**src/hdl/wsfp_pkg.sv**
```systemverilog
`timescale 1ns / 1ps
// Shared types and constants for the WebSocket frame parser.
// No dependencies; every other file of the parser imports this package.
package wsfp_pkg;

	localparam int LenW    = 25;
	localparam int QDepth  = 2;
	localparam int QAddrW  = $clog2(QDepth);
	localparam int QCountW = $clog2(QDepth + 1);

	localparam logic [LenW-1:0] MaxLenReset = LenW'(1024 * 1024);

	localparam logic [3:0] OpText   = 4'h1;
	localparam logic [3:0] OpBinary = 4'h2;
	localparam logic [3:0] OpClose  = 4'h8;
	localparam logic [3:0] OpPing   = 4'h9;

	localparam logic [6:0] Len16Code = 7'd126;
	localparam logic [6:0] Len64Code = 7'd127;

	localparam logic [3:0] ExtBytes16 = 4'd2;
	localparam logic [3:0] ExtBytes64 = 4'd8;
	localparam logic [2:0] KeyBytes   = 3'd4;

	typedef enum logic [1:0] {
		EV_BYTE  = 2'd0,
		EV_EMPTY = 2'd1,
		EV_CLOSE = 2'd2,
		EV_ERROR = 2'd3
	} event_t;

	typedef enum logic [2:0] {
		PH_HDR0,
		PH_HDR1,
		PH_EXT,
		PH_KEY,
		PH_DATA,
		PH_STOP
	} phase_t;

	// One result in flight between the front and the back.
	typedef struct packed {
		event_t     ev;
		logic [3:0] opcode;
		logic [7:0] data;
		logic [7:0] key;
		logic       last;
	} cmd_t;

	// Queue status seen by the front and the back.
	typedef struct packed {
		logic full;
		logic empty;
	} q_status_t;

	function automatic logic emits_bytes(input logic [3:0] op);
		return (op == OpText) || (op == OpBinary) || (op == OpPing);
	endfunction

endpackage

```
**src/hdl/wsfp_front.sv**
```systemverilog
`timescale 1ns / 1ps
// Front part: accepts received bytes, tracks the frame header and turns each
// byte into a result command or nothing. Depends on wsfp_pkg.
module wsfp_front import wsfp_pkg::*; (
	input  logic            clk,
	input  logic            arst_n,
	input  logic            cfg_wr_en,
	input  logic [LenW-1:0] cfg_wr_data,
	input  logic            in_valid,
	output logic            in_stall,
	input  logic [7:0]      rx_byte,
	input  q_status_t       q_status,
	output logic            push,
	output cmd_t            push_cmd
);

	phase_t          phase_q, phase_d;
	logic [3:0]      opcode_q, opcode_d;
	logic            mask_q, mask_d;
	logic [3:0]      ext_left_q, ext_left_d;
	logic [LenW-1:0] len_q, len_d;
	logic            over_q, over_d;
	logic [31:0]     key_q, key_d;
	logic [2:0]      key_cnt_q, key_cnt_d;
	logic [LenW-1:0] remain_q, remain_d;
	logic [1:0]      kidx_q, kidx_d;
	logic [LenW-1:0] max_len_q;

	logic            accept;
	logic            hdr_done;
	logic [LenW-1:0] len_chk;
	logic            over_chk;
	logic            data_last;
	logic [7:0]      key_byte;

	assign in_stall = q_status.full;
	assign accept   = in_valid && !in_stall;

	always_comb begin
		case (kidx_q)
			2'd0:    key_byte = key_q[31:24];
			2'd1:    key_byte = key_q[23:16];
			2'd2:    key_byte = key_q[15:8];
			default: key_byte = key_q[7:0];
		endcase
	end

	assign data_last = (remain_q <= LenW'(1));

	always_comb begin
		phase_d    = phase_q;
		opcode_d   = opcode_q;
		mask_d     = mask_q;
		ext_left_d = ext_left_q;
		len_d      = len_q;
		over_d     = over_q;
		key_d      = key_q;
		key_cnt_d  = key_cnt_q;
		remain_d   = remain_q;
		kidx_d     = kidx_q;
		hdr_done   = 1'b0;
		len_chk    = len_q;
		over_chk   = over_q;
		push       = 1'b0;
		push_cmd   = '{ev: EV_BYTE, opcode: opcode_q, data: 8'd0, key: 8'd0, last: 1'b1};

		if (accept) begin
			case (phase_q)
				PH_HDR0: begin
					opcode_d   = rx_byte[3:0];
					mask_d     = 1'b0;
					key_d      = '0;
					key_cnt_d  = '0;
					len_d      = '0;
					over_d     = 1'b0;
					ext_left_d = '0;
					phase_d    = PH_HDR1;
				end
				PH_HDR1: begin
					mask_d = rx_byte[7];
					if (rx_byte[6:0] == Len16Code) begin
						ext_left_d = ExtBytes16;
						phase_d    = PH_EXT;
					end else if (rx_byte[6:0] == Len64Code) begin
						ext_left_d = ExtBytes64;
						phase_d    = PH_EXT;
					end else begin
						len_d    = LenW'(rx_byte[6:0]);
						over_d   = 1'b0;
						len_chk  = LenW'(rx_byte[6:0]);
						over_chk = 1'b0;
						if (rx_byte[7]) begin
							phase_d = PH_KEY;
						end else begin
							hdr_done = 1'b1;
						end
					end
				end
				PH_EXT: begin
					// Bits shifted past the top of the length register make it sticky-large.
					over_d     = over_q || (len_q[LenW-1:LenW-8] != 8'd0);
					len_d      = {len_q[LenW-9:0], rx_byte};
					ext_left_d = ext_left_q - 4'd1;
					len_chk    = len_d;
					over_chk   = over_d;
					if (ext_left_q == 4'd1) begin
						if (mask_q) begin
							phase_d = PH_KEY;
						end else begin
							hdr_done = 1'b1;
						end
					end
				end
				PH_KEY: begin
					key_d     = {key_q[23:0], rx_byte};
					key_cnt_d = key_cnt_q + 3'd1;
					if (key_cnt_d == KeyBytes) begin
						hdr_done = 1'b1;
					end
				end
				PH_DATA: begin
					kidx_d   = kidx_q + 2'd1;
					remain_d = data_last ? '0 : remain_q - LenW'(1);
					if (data_last) begin
						phase_d = PH_HDR0;
					end
					if (opcode_q == OpClose) begin
						if (data_last) begin
							phase_d     = PH_STOP;
							push        = 1'b1;
							push_cmd.ev = EV_CLOSE;
						end
					end else if (emits_bytes(opcode_q)) begin
						push          = 1'b1;
						push_cmd.data = rx_byte;
						push_cmd.key  = key_byte;
						push_cmd.last = data_last;
					end
				end
				default: begin
				end
			endcase

			if (hdr_done) begin
				if (over_chk || (len_chk > max_len_q)) begin
					phase_d     = PH_STOP;
					push        = 1'b1;
					push_cmd.ev = EV_ERROR;
				end else if (len_chk == '0) begin
					phase_d = PH_HDR0;
					if (opcode_q == OpClose) begin
						phase_d     = PH_STOP;
						push        = 1'b1;
						push_cmd.ev = EV_CLOSE;
					end else if (emits_bytes(opcode_q)) begin
						push        = 1'b1;
						push_cmd.ev = EV_EMPTY;
					end
				end else begin
					remain_d = len_chk;
					kidx_d   = '0;
					phase_d  = PH_DATA;
				end
			end
		end
	end

	always_ff @(posedge clk or negedge arst_n) begin
		if (!arst_n) begin
			phase_q    <= PH_HDR0;
			opcode_q   <= '0;
			mask_q     <= 1'b0;
			ext_left_q <= '0;
			len_q      <= '0;
			over_q     <= 1'b0;
			key_q      <= '0;
			key_cnt_q  <= '0;
			remain_q   <= '0;
			kidx_q     <= '0;
			max_len_q  <= MaxLenReset;
		end else begin
			phase_q    <= phase_d;
			opcode_q   <= opcode_d;
			mask_q     <= mask_d;
			ext_left_q <= ext_left_d;
			len_q      <= len_d;
			over_q     <= over_d;
			key_q      <= key_d;
			key_cnt_q  <= key_cnt_d;
			remain_q   <= remain_d;
			kidx_q     <= kidx_d;
			if (cfg_wr_en) begin
				max_len_q <= cfg_wr_data;
			end
		end
	end

	// Once stopped, the parser stays stopped until reset.
	a_stop_sticky: assert property (@(posedge clk) disable iff (!arst_n)
		(phase_q == PH_STOP) |=> (phase_q == PH_STOP))
		else $error("parser left the stopped phase");

	// A frame in its payload always has bytes left to consume.
	a_data_remain: assert property (@(posedge clk) disable iff (!arst_n)
		(phase_q == PH_DATA) |-> (remain_q != '0))
		else $error("payload phase with no bytes remaining");

	// Events other than payload bytes always close their frame.
	a_event_last: assert property (@(posedge clk) disable iff (!arst_n)
		(push && (push_cmd.ev != EV_BYTE)) |-> push_cmd.last)
		else $error("frame event without last flag");

endmodule

```
**src/hdl/wsfp_queue.sv**
```systemverilog
`timescale 1ns / 1ps
// Short command queue between the parser front and the output back.
// Depends on wsfp_pkg for the command type and depth.
module wsfp_queue import wsfp_pkg::*; (
	input  logic      clk,
	input  logic      arst_n,
	input  logic      push,
	input  cmd_t      push_cmd,
	input  logic      pop,
	output cmd_t      pop_cmd,
	output q_status_t status
);

	cmd_t               mem_q [QDepth];
	logic [QAddrW-1:0]  wr_ptr_q, rd_ptr_q;
	logic [QCountW-1:0] count_q;

	assign status.full  = (count_q == QCountW'(QDepth));
	assign status.empty = (count_q == '0);
	assign pop_cmd      = mem_q[rd_ptr_q];

	always_ff @(posedge clk) begin
		if (push) begin
			mem_q[wr_ptr_q] <= push_cmd;
		end
	end

	always_ff @(posedge clk or negedge arst_n) begin
		if (!arst_n) begin
			wr_ptr_q <= '0;
			rd_ptr_q <= '0;
			count_q  <= '0;
		end else begin
			if (push) begin
				wr_ptr_q <= (wr_ptr_q == QAddrW'(QDepth - 1)) ? '0 : wr_ptr_q + QAddrW'(1);
			end
			if (pop) begin
				rd_ptr_q <= (rd_ptr_q == QAddrW'(QDepth - 1)) ? '0 : rd_ptr_q + QAddrW'(1);
			end
			if (push && !pop) begin
				count_q <= count_q + QCountW'(1);
			end else if (pop && !push) begin
				count_q <= count_q - QCountW'(1);
			end
		end
	end

	a_no_overflow: assert property (@(posedge clk) disable iff (!arst_n)
		push |-> (!status.full || pop))
		else $error("push into a full queue");

	a_no_underflow: assert property (@(posedge clk) disable iff (!arst_n)
		pop |-> !status.empty)
		else $error("pop from an empty queue");

	a_count_drop: assert property (@(posedge clk) disable iff (!arst_n)
		(pop && !push) |=> (count_q == $past(count_q) - QCountW'(1)))
		else $error("queue count did not drop after pop");

endmodule

```
**src/hdl/wsfp_back.sv**
```systemverilog
`timescale 1ns / 1ps
// Back part: takes commands from the queue, unmasks payload bytes and holds
// the result in the output register. Depends on wsfp_pkg.
module wsfp_back import wsfp_pkg::*; (
	input  logic       clk,
	input  logic       arst_n,
	input  q_status_t  q_status,
	input  cmd_t       pop_cmd,
	output logic       pop,
	output logic       out_valid,
	input  logic       out_stall,
	output logic [1:0] event_res,
	output logic [3:0] frame_opcode,
	output logic [7:0] payload_byte,
	output logic       last_of_frame
);

	logic       valid_q;
	logic [1:0] event_q;
	logic [3:0] opcode_q;
	logic [7:0] byte_q;
	logic       last_q;

	assign pop = !q_status.empty && (!valid_q || !out_stall);

	always_ff @(posedge clk or negedge arst_n) begin
		if (!arst_n) begin
			valid_q <= 1'b0;
		end else if (pop) begin
			valid_q <= 1'b1;
		end else if (!out_stall) begin
			valid_q <= 1'b0;
		end
	end

	always_ff @(posedge clk) begin
		if (pop) begin
			event_q  <= pop_cmd.ev;
			opcode_q <= pop_cmd.opcode;
			byte_q   <= pop_cmd.data ^ pop_cmd.key;
			last_q   <= pop_cmd.last;
		end
	end

	assign out_valid     = valid_q;
	assign event_res     = event_q;
	assign frame_opcode  = opcode_q;
	assign payload_byte  = byte_q;
	assign last_of_frame = last_q;

endmodule

```
**src/hdl/websocket_frame_parser.sv**
```systemverilog
`timescale 1ns / 1ps
// WebSocket frame parser top level. The edge that accepts a byte writes its result into
// the queue; the output register loads it from the queue once the register is free, and
// out_valid rises with that load. Throughput: one byte per clock; the input stalls only
// while the two-entry queue is full because the output is held off.
// Reset (arst_n, asynchronous, active low) returns the parser to the first header
// byte, empties the queue and the output register, and restores the length limit to 1 MiB.
module websocket_frame_parser import wsfp_pkg::*; (
	input  logic            clk,
	input  logic            arst_n,
	input  logic            cfg_wr_en,
	input  logic [LenW-1:0] cfg_wr_data,
	input  logic            in_valid,
	output logic            in_stall,
	input  logic [7:0]      rx_byte,
	output logic            out_valid,
	input  logic            out_stall,
	output logic [1:0]      event_res,
	output logic [3:0]      frame_opcode,
	output logic [7:0]      payload_byte,
	output logic            last_of_frame
);

	// The front parses the byte stream and pushes one command per result.
	// A command carries the raw byte and the selected mask key byte; the XOR
	// itself is done by the back when the command moves into the output register.
	q_status_t q_status;
	logic      push;
	cmd_t      push_cmd;
	logic      pop;
	cmd_t      pop_cmd;

	// Header parsing, length check and frame classification. The front stalls
	// the input only when the queue is full, so it keeps taking bytes while a
	// finished result still waits at the output.
	wsfp_front u_front (
		.clk         (clk),
		.arst_n      (arst_n),
		.cfg_wr_en   (cfg_wr_en),
		.cfg_wr_data (cfg_wr_data),
		.in_valid    (in_valid),
		.in_stall    (in_stall),
		.rx_byte     (rx_byte),
		.q_status    (q_status),
		.push        (push),
		.push_cmd    (push_cmd)
	);

	// Decouples the two sides so each can stall on its own.
	wsfp_queue u_queue (
		.clk      (clk),
		.arst_n   (arst_n),
		.push     (push),
		.push_cmd (push_cmd),
		.pop      (pop),
		.pop_cmd  (pop_cmd),
		.status   (q_status)
	);

	// Unmasking and the output register; a new result loads whenever the
	// register is empty or its current transaction completes.
	wsfp_back u_back (
		.clk           (clk),
		.arst_n        (arst_n),
		.q_status      (q_status),
		.pop_cmd       (pop_cmd),
		.pop           (pop),
		.out_valid     (out_valid),
		.out_stall     (out_stall),
		.event_res     (event_res),
		.frame_opcode  (frame_opcode),
		.payload_byte  (payload_byte),
		.last_of_frame (last_of_frame)
	);

endmodule
```
**config.mk**
```make
export PLATFORM = sky130hd
export DESIGN_NAME = websocket_frame_parser
export DESIGN_NICKNAME = d
export VERILOG_FILES = /design/src/hdl/wsfp_pkg.sv /design/src/hdl/wsfp_front.sv /design/src/hdl/wsfp_queue.sv /design/src/hdl/wsfp_back.sv /design/src/hdl/websocket_frame_parser.sv
export SDC_FILE = /design/constraint.sdc
export NUM_CORES = 1
export LEC_CHECK = 0
export ABC_AREA = 1
export BUFFER_PORTS_ARGS = -buffer_cell sky130_fd_sc_hd__buf_2
export CORE_ASPECT_RATIO = 1.2
export CORE_MARGIN = 2
export CORE_UTILIZATION = 38
export DETAILED_ROUTE_END_ITERATION = 12
export PLACE_DENSITY = 0.6
export SLEW_MARGIN = 20
export SYNTH_ARGS = -nofsm -noshare
export SYNTH_HDL_FRONTEND = slang
export SYNTH_HIERARCHICAL = 1
export SYNTH_SLANG_ARGS = --single-unit
```
**constraint.sdc**
```tcl
create_clock -name clk -period 8.6 [get_ports clk]
set_clock_uncertainty 0.15 [all_clocks]
set_input_delay 0.86 -clock clk [delete_from_list [all_inputs] [get_ports clk]]
set_output_delay 0.86 -clock clk [all_outputs]
set_load 0.01 [all_outputs]
```
**After elaboration in Yosys (flattened, before gate mapping)**

Memory sizes are Yosys's and may differ from the RTL's.
Cells that the tools add are included.

- Output and inout bits: 17
- Input port bits: 38
- Memories kept: 1
- RAM bits: 46
- Logic and storage cells: 160
- Register bits: 145

Memory list:

| name | words | bits a word | read ports | clocked after Yosys merged registers in | wr ports | RTL line | RTL |
|---|---|---|---|---|---|---|---|
| u_queue.mem_q | 2 | 23 | 1 | 0 | 1 | wsfp_queue.sv:14 | `cmd_t mem_q [QDepth];` |

- Add/subtract/negate cells: 8
- Equality and inequality tests: 20
- Magnitude comparators: 2
- Reduce and logical (&&, ||, !) cells: 31
- Multiplexer cells: 78
- Bitwise operators: 1

Operators with widths:

| kind | count |
|---|---|
| 25-bit two-way mux | 8 |
| 25-bit one-hot mux with 3 select lines | 1 |
| 17-bit two-way mux | 4 |
| 32-bit one-hot mux with 2 select lines | 1 |
| 25-bit one-hot mux with 2 select lines | 1 |
| 3-bit two-way mux | 12 |
| 2-bit two-way mux | 15 |
| 1-bit two-way mux | 26 |
| 25-bit > comparator | 1 |
| 25-bit by 1-bit less-or-equal comparator with 1-bit output, second input constant | 1 |
| 25-bit logical NOT | 1 |
| 25-bit by 1-bit subtractor with 25-bit output, second input constant | 1 |
| 8-bit one-hot mux with 3 select lines | 1 |
| 7-bit equality test, second input constant | 2 |
| 3-bit one-hot mux with 4 select lines | 1 |
| 4-bit one-hot mux with 3 select lines | 1 |
| 3-bit by 1-bit inequality test with 1-bit output, second input constant | 3 |
| 4-bit by 1-bit equality test with 1-bit output, second input constant | 2 |
| 4-bit equality test, second input constant | 2 |
| 4-bit two-way mux | 2 |
| 2-bit AND reduction | 4 |
| 8-bit nonzero test | 1 |
| 8-bit XOR | 1 |
| 3-bit by 2-bit equality test with 1-bit output, second input constant | 2 |
| 25 further kinds | 46 |

**Logic depth before layout (Yosys ltp)**

- Depth in word-level cells: 16
- Gate-level depth with buffers: 28

**Hierarchy**

The synthesis kept the hierarchy.

Modules (own cells, without submodules):

| module | times used | sequential area each (um2) | area each (um2) | cells an instance |
|---|---|---|---|---|
| wsfp_front | 1 | 3129.3 | 7908.8 | 1101 |
| wsfp_queue | 1 | 1481.4 | 1969.4 | 97 |
| wsfp_back | 1 | 475.5 | 641.9 | 59 |

**Worst setup path before layout**

Ideal clock, no wire load.

- Path kind: in2reg
- Start: input rx_byte[4]
- End: memory u_queue/mem_q[0][0] (netlist name), enable pin
- Setup time: 0.403 ns
- Data required time: 8.047 ns
- Buffers on the path: 1
- Slack: 4.138 ns
- Arrival time: 3.909 ns
- Stages: 20
- Cell sequence: nand3_1 -> nor2_4 -> buf_4 -> nand3_2 -> nand2_2 -> nor2_2 -> inv_1 -> ha_1 -> nand2_1 -> nor2_1 -> nand3_1 -> nor3_1 -> nand2_1 -> nand3_1 -> a21oi_2 -> nand2_2 -> nand3_1 -> nand4_1 -> inv_1 -> nor2_1

- Longest elaborated chain between the ends: 12
- Elaborated cells on any way between the ends: 23
- Those cells by class: order compare (1); eq/ne (2); mux (18); reduce/logical (2)

Ends and longest elaborated chain:

| element | RTL line | RTL |
|---|---|---|
| from (decl) | websocket_frame_parser.sv:15 | `input logic [7:0] rx_byte,` |
| 7-bit equality test | wsfp_front.sv:84 | `end else if (rx_byte[6:0] == Len64Code) begin` |
| 25-bit two-way mux | wsfp_front.sv:84 |  |
| 25-bit two-way mux | wsfp_front.sv:81 | `if (rx_byte[6:0] == Len16Code) begin` |
| 25-bit one-hot mux with 2 select lines | wsfp_front.sv:68 | `case (phase_q)` |
| 25-bit two-way mux | wsfp_front.sv:67 | `if (accept) begin` |
| 25-bit > comparator / 25-bit logical NOT (equally long branches) | wsfp_front.sv:145, wsfp_front.sv:149 |  |
| 1-bit logical OR / 1-bit two-way mux (equally long branches) | wsfp_front.sv:145, wsfp_front.sv:149 |  |
| 1-bit two-way mux | wsfp_front.sv:145 | `if (over_chk \|\| (len_chk > max_len_q)) begin` |
| 1-bit two-way mux (*) | wsfp_front.sv:144 | `if (hdr_done) begin` |
| 1-bit two-way mux (*) | wsfp_front.sv:67 |  |
| net push | websocket_frame_parser.sv:28 | `logic push;` |
| 1-bit two-way mux (*) | wsfp_queue.sv:23 | `if (push) begin` |
| 1-bit two-way mux (not written as such) (*) | wsfp_queue.sv:24 | `mem_q[wr_ptr_q] <= push_cmd;` |
| to (decl) | wsfp_queue.sv:14 |  |

Mark *: on every way through the listed nets, which the timed path passes. The rest lies on a longest branch. The select of a mux whose other input is x is not followed.

**Final worst setup path**

- Start: register u_front.phase_q[2]
- End: memory u_queue/mem_q[1][6] (netlist name), enable pin

- Longest elaborated chain between the ends: 10
- Elaborated cells on any way between the ends: 22
- Those cells by class: order compare (1); eq/ne (4); mux (15); reduce/logical (2)

Ends and longest elaborated chain:

| element | RTL line | RTL |
|---|---|---|
| from (decl) | wsfp_front.sv:17 | `phase_t phase_q, phase_d;` |
| from (signal assigned) | wsfp_front.sv:182 | `phase_q <= phase_d;` |
| 3-bit by 2-bit equality test with 1-bit output, or another cell as far along | wsfp_front.sv:68 |  |
| 25-bit one-hot mux with 2 select lines / 1-bit two-way mux (equally long branches) | wsfp_front.sv:68 |  |
| 25-bit two-way mux / 1-bit two-way mux (equally long branches) | wsfp_front.sv:67, wsfp_front.sv:155 |  |
| 25-bit > comparator, or another cell as far along | wsfp_front.sv:145 |  |
| 1-bit logical OR / 1-bit two-way mux (equally long branches) | wsfp_front.sv:145, wsfp_front.sv:149 |  |
| 1-bit two-way mux | wsfp_front.sv:145 |  |
| 1-bit two-way mux (*) | wsfp_front.sv:144 |  |
| 1-bit two-way mux (*) | wsfp_front.sv:67 |  |
| net push | websocket_frame_parser.sv:28 |  |
| 1-bit two-way mux (*) | wsfp_queue.sv:23 |  |
| 1-bit two-way mux (not written as such) (*) | wsfp_queue.sv:24 |  |

Marks and branches as above.

==> flow_metrics.env <==
export IMPL_status="complete, no violations"
export IMPL_gp_congestion=0.884
export IMPL_power_leakage_nw=5.75
export IMPL_die_area_um2=29000
export IMPL_ys_top_cells_by_area="dfrtp_1 (31%), edfxtp_1 (17%), nand2_1 (12%), inv_1 (6.3%), nor2_1 (4.6%)"
export IMPL_cts_buffer_depth=2
export IMPL_worst_slew_pin_transition_ps=1100
export IMPL_clock_sinks=191
export IMPL_drtIter0Drc=532
export IMPL_htreeDepth=4
export IMPL_grt_setup_unrepaired="no"
export IMPL_drc=0
export IMPL_nNetsFinal=1365
export IMPL_cts_buffers=17
export IMPL_vias_per_cell=5.02
export IMPL_yosysWarningCount=6
export IMPL_ys_seq_area_share_pct=48.3
export IMPL_reg2reg_from="u_front/phase_q[2]$_DFFE_PN0P_"
export IMPL_cts_tree="yes"
export IMPL_worstPathMaxFanout=23
export IMPL_diodes=0
export IMPL_drtPass1Iterations=5
export IMPL_start_kind="flip-flop"
export IMPL_post_route_period_util_pct=56.7
export IMPL_ys_top_cells_by_count="nand2_1 (336), inv_1 (177), dfrtp_1 (129)"
export IMPL_row_count=66
export IMPL_routedWlPerCell_um=14.9
export IMPL_hold_buffers=0
export IMPL_grt_max_degree=77
export IMPL_drv_slew=0
export IMPL_yosysMostFrequentCell="nand2_1"
export IMPL_post_cts_buffers=0
export IMPL_final_hold_viol_count=0
export IMPL_synth_avg_cell_area_um2=8.37
export IMPL_relSlewSlack_pct=26.4
export IMPL_end_kind="flip-flop"
export IMPL_hold_path_class="input pin to async pin"
export IMPL_worst_r2r_endpoint="u_queue/mem_q[1][6]$_DFFE_PP_"
export IMPL_crit_required_ps=8490
export IMPL_routed_wl_um=24500
export IMPL_ios=55
export IMPL_peakVddDrop_uv=153
export IMPL_syn_area_um2=10500
export IMPL_yosysTopAreaCellShare_pct=30.7
export IMPL_fin_setup_tns_ps=0
export IMPL_power_density_nw_per_um2=298
export IMPL_initial_core_util_pct=38.7
export IMPL_synth_flop_cell="dfrtp_1"
export IMPL_fmax_ghz=0.205
export IMPL_die_height_um=186
export IMPL_crit_arrival_ps=4770
export IMPL_synth_distinct_cells=48
export IMPL_grt_pass1_vias=7997
export IMPL_setup_viol=0
export IMPL_core_area_um2=27200
export IMPL_vias=8256
export IMPL_numPortBuffers=54
export IMPL_clkSlewWorstSetupHoldPaths_ps=80
export IMPL_synth_edf_count=61
export IMPL_setup_worst_path_end="u_queue/mem_q[1][6]$_DFFE_PP_"
export IMPL_clk_latency_ps=440
export IMPL_synth_fp_nets=1331
export IMPL_fin_crit_ps=4880
export IMPL_ys_async_sr_fraction_pct=68.1
export IMPL_dp_hpwl_um=17800
export IMPL_grt_pass1_wl_um=40500
export IMPL_layout_drive_gt1_share_pct=12.9
export IMPL_ys_ff_latch=191
export IMPL_critPathLaunch="u_front/phase_q[2]$_DFFE_PN0P_"
export IMPL_grt_antenna_before_repair=0
export IMPL_critical_path_class="flip-flop to flip-flop"
export IMPL_gr_usage_all_layers_pct=17.9
export IMPL_cts_root_buf="clkbuf_16"
export IMPL_synth_top_cell_by_area="dfrtp_1"
export IMPL_syn_inst=1257
export IMPL_ctsResizeCount=0
export IMPL_die_w_um=156
export IMPL_grt_overflow_total=0
export IMPL_antenna_left=0
export IMPL_reg2reg_setup_slack_ps=3720
export IMPL_cap_violations=0
export IMPL_total_power_mw=3.45
export IMPL_r2r_cells=18
export IMPL_syn_to_final_growth_pct=9.85
-- routing by layer --
metal / wire [µm] / share of wire, % / vias up / global-route usage (%)
met5: 0 / 0 / - / 0
met4: 888 / 3.6 / 0 / 8.59
met3: 831 / 3.4 / 48 / 2.94
met2: 11900 / 49 / 201 / 30.8
met1: 10800 / 44 / 3907 / 21.9
li1: - / - / 4100 / -
-- how the worst min path moves through the flow --
| stage | startpoint | to | slack, ps | cells past startpoint |
|---|---|---|---|---|
| 3_5_place_dp | u_front/key_q[30]$_DFFE_PN0P_ | u_front/key_q[30]$_DFFE_PN0P_ | 320 | 2 |
| 3_3_place_gp | u_front/key_q[25]$_DFFE_PN0P_ | u_front/key_q[25]$_DFFE_PN0P_ | 320 | 2 |
| 5_1_grt | arst_n | u_front/len_q[21]$_DFFE_PN0P_ | 240 | 1 |
| 6_report | arst_n | u_front/len_q[21]$_DFFE_PN0P_ | 220 | 1 |
| 2_1_floorplan | u_front/key_q[24]$_DFFE_PN0P_ | u_front/key_q[24]$_DFFE_PN0P_ | 300 | 2 |
| 4_1_cts | arst_n | u_front/len_q[23]$_DFFE_PN0P_ | 220 | 1 |
-- worst max-delay path: stages, from the launching register on --
cell     delay, ps
dfrtp_1        450
nor2_1         150
nand2_1        270
nand2_1        610
nor2_1          80
nor2_1         250
inv_1          110
ha_1           310
nand2_1         70
nor2_1         130
nand3_1        100
nor3_1         210
nand2_1        120
a21oi_2        390
nand2_2        160
nand3_1        150
nand4_1        210
nand2_1        140
inv_1          390
-- flip-flops by register name (all words and copies together), names as in the netlist, 2 cells and up --
| register | cells |
|---|---|
| u_front/ext_left_q | 4 |
| u_queue/mem_q | 46 |
| u_front/key_q | 32 |
| u_back/frame_opcode | 4 |
| u_queue/count_q | 2 |
| u_front/remain_q | 25 |
| u_back/event_res | 2 |
| u_front/len_q | 25 |
| u_back/payload_byte | 8 |
| u_front/phase_q | 3 |
| u_front/key_cnt_q | 3 |
| u_front/max_len_q | 25 |
| u_front/opcode_q | 4 |
| u_front/kidx_q | 2 |
-- per-stage QoR --
step,std cells,setup WS [ps],utilization [%],area (µm²),hold WS [ps]
finish,1644,3720,42.5,11600,220
floorplan,1257,4140,-,10500,303
global route,1644,3200,42.5,11600,244
CTS,1644,3510,42.5,11500,221
detailed placement,1612,3520,40.4,11000,323
global placement,1612,3560,40.4,11000,316
-- placed cells by master (no fill, tap or decap), drive strengths merged, types with 16 or more instances in the layout --
cell,count
a211oi,16
a21oi,30
dfrtp,129
buf,58
clkbuf,19
nor2,143
o21ai,73
inv,190
edfxtp,61
mux2,24
ha,36
o22ai,27
nand2,351
xor2,16
nand4,18
nand3,59
-- cell families (layout without fill, tap and decap cells) --
logic type | count (synthesis) | after routing | synth area share [%]
flip-flops | 191 | 191 | 48.3
AO/OA/AOI/OAI | 157 | 157 | 8.48
AND/OR/NAND/NOR | 598 | 598 | 24.6
adder cells (fa/ha/maj) | 36 | 36 | 4.28
XOR/XNOR | 22 | 22 | 1.83
multiplexers | 24 | 24 | 3.25
buffers and inverters | 229 | 276 | 9.25
-- report_power, final --
| group | total (mW) | leakage [nW] | internal, mW | switching (mW) |
|---|---|---|---|---|
| clock network | 0.758 | 0.263 | 0.382 | 0.376 |
| registers | 1.36 | 2.25 | 1.19 | 0.171 |
| logic | 1.33 | 3.24 | 0.469 | 0.863 |
-- area by class of cell --
class	instances	area, µm²
inverters	186	703
flip-flops and latches	191	5090
well taps	340	425
clock buffers	19	433
multi-input cells	837	4470
fillers	2721	15600
repair buffers	58	310
clock inverters	13	125
Note: power is estimated with default switching activity, not from simulation.
